$ cat config.mk
export PLATFORM = sky130hd
export DESIGN_NAME = latb_ram
export DESIGN_NICKNAME = d
export VERILOG_FILES = /design/src/hw/rtl/latb_ram.sv
export SDC_FILE = /design/constraint.sdc
export NUM_CORES = 1
export LEC_CHECK = 0
export BUFFER_PORTS_ARGS = -buffer_cell sky130_fd_sc_hd__buf_2
export CELL_PAD_IN_SITES_DETAIL_PLACEMENT = 0
export CELL_PAD_IN_SITES_GLOBAL_PLACEMENT = 1
export CORE_AREA = 2 2 113 104
export DETAILED_ROUTE_END_ITERATION = 7
export DIE_AREA = 0 0 115 106
export GPL_TIMING_DRIVEN = 0
export PLACE_DENSITY_LB_ADDON = 0.1
export SYNTH_ARGS = -nofsm -noshare
export SYNTH_HDL_FRONTEND = slang
export SYNTH_SLANG_ARGS = --single-unit
$ cat constraint.sdc
create_clock -name clk -period 1.38 [get_ports clk]
set_input_delay 0 -clock clk [delete_from_list [all_inputs] [get_ports clk]]
set_output_delay 0 -clock clk [all_outputs]
set_load 0.01 [all_outputs]
$ cat src/hw/rtl/latb_ram.sv
// Generic simple dual-port RAM with one write port and a registered read port.
module latb_ram #(
  parameter int WIDTH = 8,
  parameter int DEPTH = 16
) (
  input  logic                     clk,
  input  logic                     we,
  input  logic [$clog2(DEPTH)-1:0] waddr,
  input  logic [WIDTH-1:0]         wdata,
  input  logic [$clog2(DEPTH)-1:0] raddr,
  output logic [WIDTH-1:0]         rdata
);

  logic [WIDTH-1:0] mem [DEPTH];

  always_ff @(posedge clk) begin
    if (we) begin
      mem[waddr] <= wdata;
    end
    rdata <= mem[raddr];
  end

endmodule

==> reports/metrics.yaml <==
run_status:
  status: "complete, no violations"
die:
  io_pins: 26
  chipWidth_um: 115
  dieArea_sq_um: 12190
  placement_rows: 37
  die_h_um: 106
  start_util: 0.4633
  core_area_sq_um: 11110
power_and_ir_drop:
  powerDensity_nw_per_um2: 1618
  clockPowerShare: 0.490
  power_uw: 10020
  ir_drop_mv: 1.276
  p_comb_frac: 0.047
  internal_power_uw: 8028
  switchingPower_uw: 1988
  power.share.switching: 0.1985
  p_leak_uw: 0.002080
  seqPwrFrac: 0.463
clock_network:
  clockRootBuffer: "clkbuf_16"
  cts_made_buffers: 17
  htreeDepth: 4
  cts_setup_buffers: 0
  clk_latency_ns: 0.42
  cts_tree: "built"
  cts_buffer_depth: 2
  cts.sinks: 136
  clk_pin_slew_worst_paths_ns: 0.06
routing:
  drtIter0Drc: 175
  drc: 0
  via_per_inst: 5.577
  drt_first_pass_iters: 5
  antenna_violating_nets_post_route: 0
  routed_wl_um: 10040
  vias: 2387
  drt-wirelength-per-cell_um: 23.46
setup_path:
  crit_type: "flop to flop"
  endpoint: "rdata[3]"
  ff2ff_path_depth: 3
  cp.arrival_ns: 1.65
  worstPathMaxFanout: 1
  reg2reg_slack_ns: 0.03
  end_kind: "flop"
  cp.required_ns: 1.68
  start_kind: "flop"
  r2r-end: "rdata[3]"
  rr_startpoint: "mem[5][3]"
  startpoint: "mem[5][3]"
timing:
  finalSetupViolCount: 0
  period_minus_slack_ns: 1.352
  setup_slack_ns: 0.02767
  finalMaxSlewViolations: 0
  fmax_mhz: 739.5
  hold_violations: 0
  rsz0062_at_grt: "false"
  fin_crit_sh: 0.9799
  fin_skew_ns: 0.004772
  worst_pin_slew_ns: 1.160
  max-slew-margin-rel: 0.2210
hold_path:
  min_path_cells: 1
  holdCritPathClass: "primary input to flop"
global_route:
  antenna_found_initial: 0
  grt_start_max_net_pins: 17
  grt-ovfl-total: 0
  grt_usage: 0.1856
  grt_pass1_wl_um: 15090
  first_global_vias: 2414
yosys:
  synth.net_count: 247
  synth_area_leaders: "edfxtp_1, mux4_2, mux4_1, dfxtp_1, a22oi_1"
  ys_warn_count: 0
  synth_top_cell_area_share: 0.7467
  synthDistinctLibCells: 19
  netlist_area_sq_um: 5147
  synth_seq_cells: 136
  syn_area_per_cell_sq_um: 22.48
  ys_seq_area_frac: 0.7778
  syn_inst: 229
  synth_top_cell_by_area: "edfxtp_1"
finish:
  diodes: 0
  mostFrequentLayoutCells: "edfxtp_1, buf_2, mux4_2, clkbuf_16, mux4_1"
  nNetsFinal: 297
  drive_above_1_share: 0.3116
  area_growth_pct: 20.27
  layout_commonest_cell: "edfxtp_1"
place:
  portBuffers: 24
  dp_slack_ns: -0.4860
  place_congestion: 0.7088
  hpwl_um: 6316
flow_run:
  drv_cap: 0
==> critical path, stage by stage, from the launching register on <==
cell and delay [ns]:
edfxtp_1 0.35, mux4_1 0.56, a22oi_1 0.24, nand2_1 0.08
==> metal layers <==
| layer | global-route usage | up-vias | part of all wire |
|---|---|---|---|
| met2 | 0.2500 | 54 | 0.46 |
| met4 | 0.07487 | 0 | 0.015 |
| met5 | 0 | - | 0 |
| met3 | 0.05701 | 13 | 0.034 |
| li1 | - | 1080 | - |
| met1 | 0.2825 | 1240 | 0.49 |
==> repair_timing <==
action,4_1_cts,5_1_grt
endpoints found under the hold margin,104,0
setup endpoints to repair,10,16
resized for setup,3,3
hold buffers,7,0
==> registers in the layout (all words and copies together), names as in the netlist <==
register  cells
rdata         8
mem         128
==> worst min path at each step <==
stage	start	end	slack (ns)
3_5_place_dp	rdata[3]	rdata[3]	0.39
6_report	wdata[1]	mem[15][1]	0.007
5_1_grt	wdata[1]	mem[9][1]	0.002
3_3_place_gp	rdata[4]	rdata[4]	0.40
4_1_cts	wdata[1]	mem[4][1]	0.002
2_1_floorplan	wdata[0]	mem[0][0]	0.1
==> Yosys cell counts, drive strengths merged <==
| master | count |
|---|---|
| nor2 | 13 |
| clkdlybuf4s25 | 3 |
| nand2 | 9 |
| edfxtp | 128 |
| and2 | 1 |
| buf | 7 |
| nand3 | 1 |
| nand3b | 2 |
| a22oi | 16 |
| or3b | 1 |
| and2b | 1 |
| nand2b | 2 |
| dfxtp | 8 |
| nor2b | 1 |
| nor3 | 4 |
| mux4 | 32 |
==> layout make-up <==
class | count | area [sq um]
buffer | 10 | 86.33
sequential | 136 | 4004
clock buffer | 17 | 425.4
fill | 846 | 4920
tap | 136 | 170.2
clock inverter | 15 | 225.2
timing repair buffer | 31 | 190.2
multi-input combinational | 83 | 1090
==> power groups by stage <==
stage               sequential, uW  clock (uW)  combinational (uW)
detailed placement            4720           0                 456
global route                  4650        5150                 512
CTS                           4640        4990                 477
global placement              4720           0                 455
floorplan                     4740           0                 235
finish                        4640        4910                 471
==> cells by family after synthesis <==
kind of cell	count (synthesis)	synth area share
flops	136	0.7778
mux	32	0.1502
compound gates	16	0.02334
simple gates	35	0.03184
buf+inv	10	0.01677
==> stage by stage <==
step / util / cell area (sq um) / instances / hold slack [ns] / TNS [ns]
6_report: 0.5572 / 6191 / 428 / 0.006917 / 0
3_3_place_gp: 0.4899 / 5443 / 389 / 0.3956 / -25.79
5_1_grt: 0.5572 / 6191 / 428 / 0.001635 / 0
4_1_cts: 0.5561 / 6178 / 428 / 0.002219 / 0
3_5_place_dp: 0.4899 / 5443 / 389 / 0.3923 / -24.62
2_1_floorplan: - / 5152 / 229 / 0.09887 / 0
(Power assumes the default switching activity.)
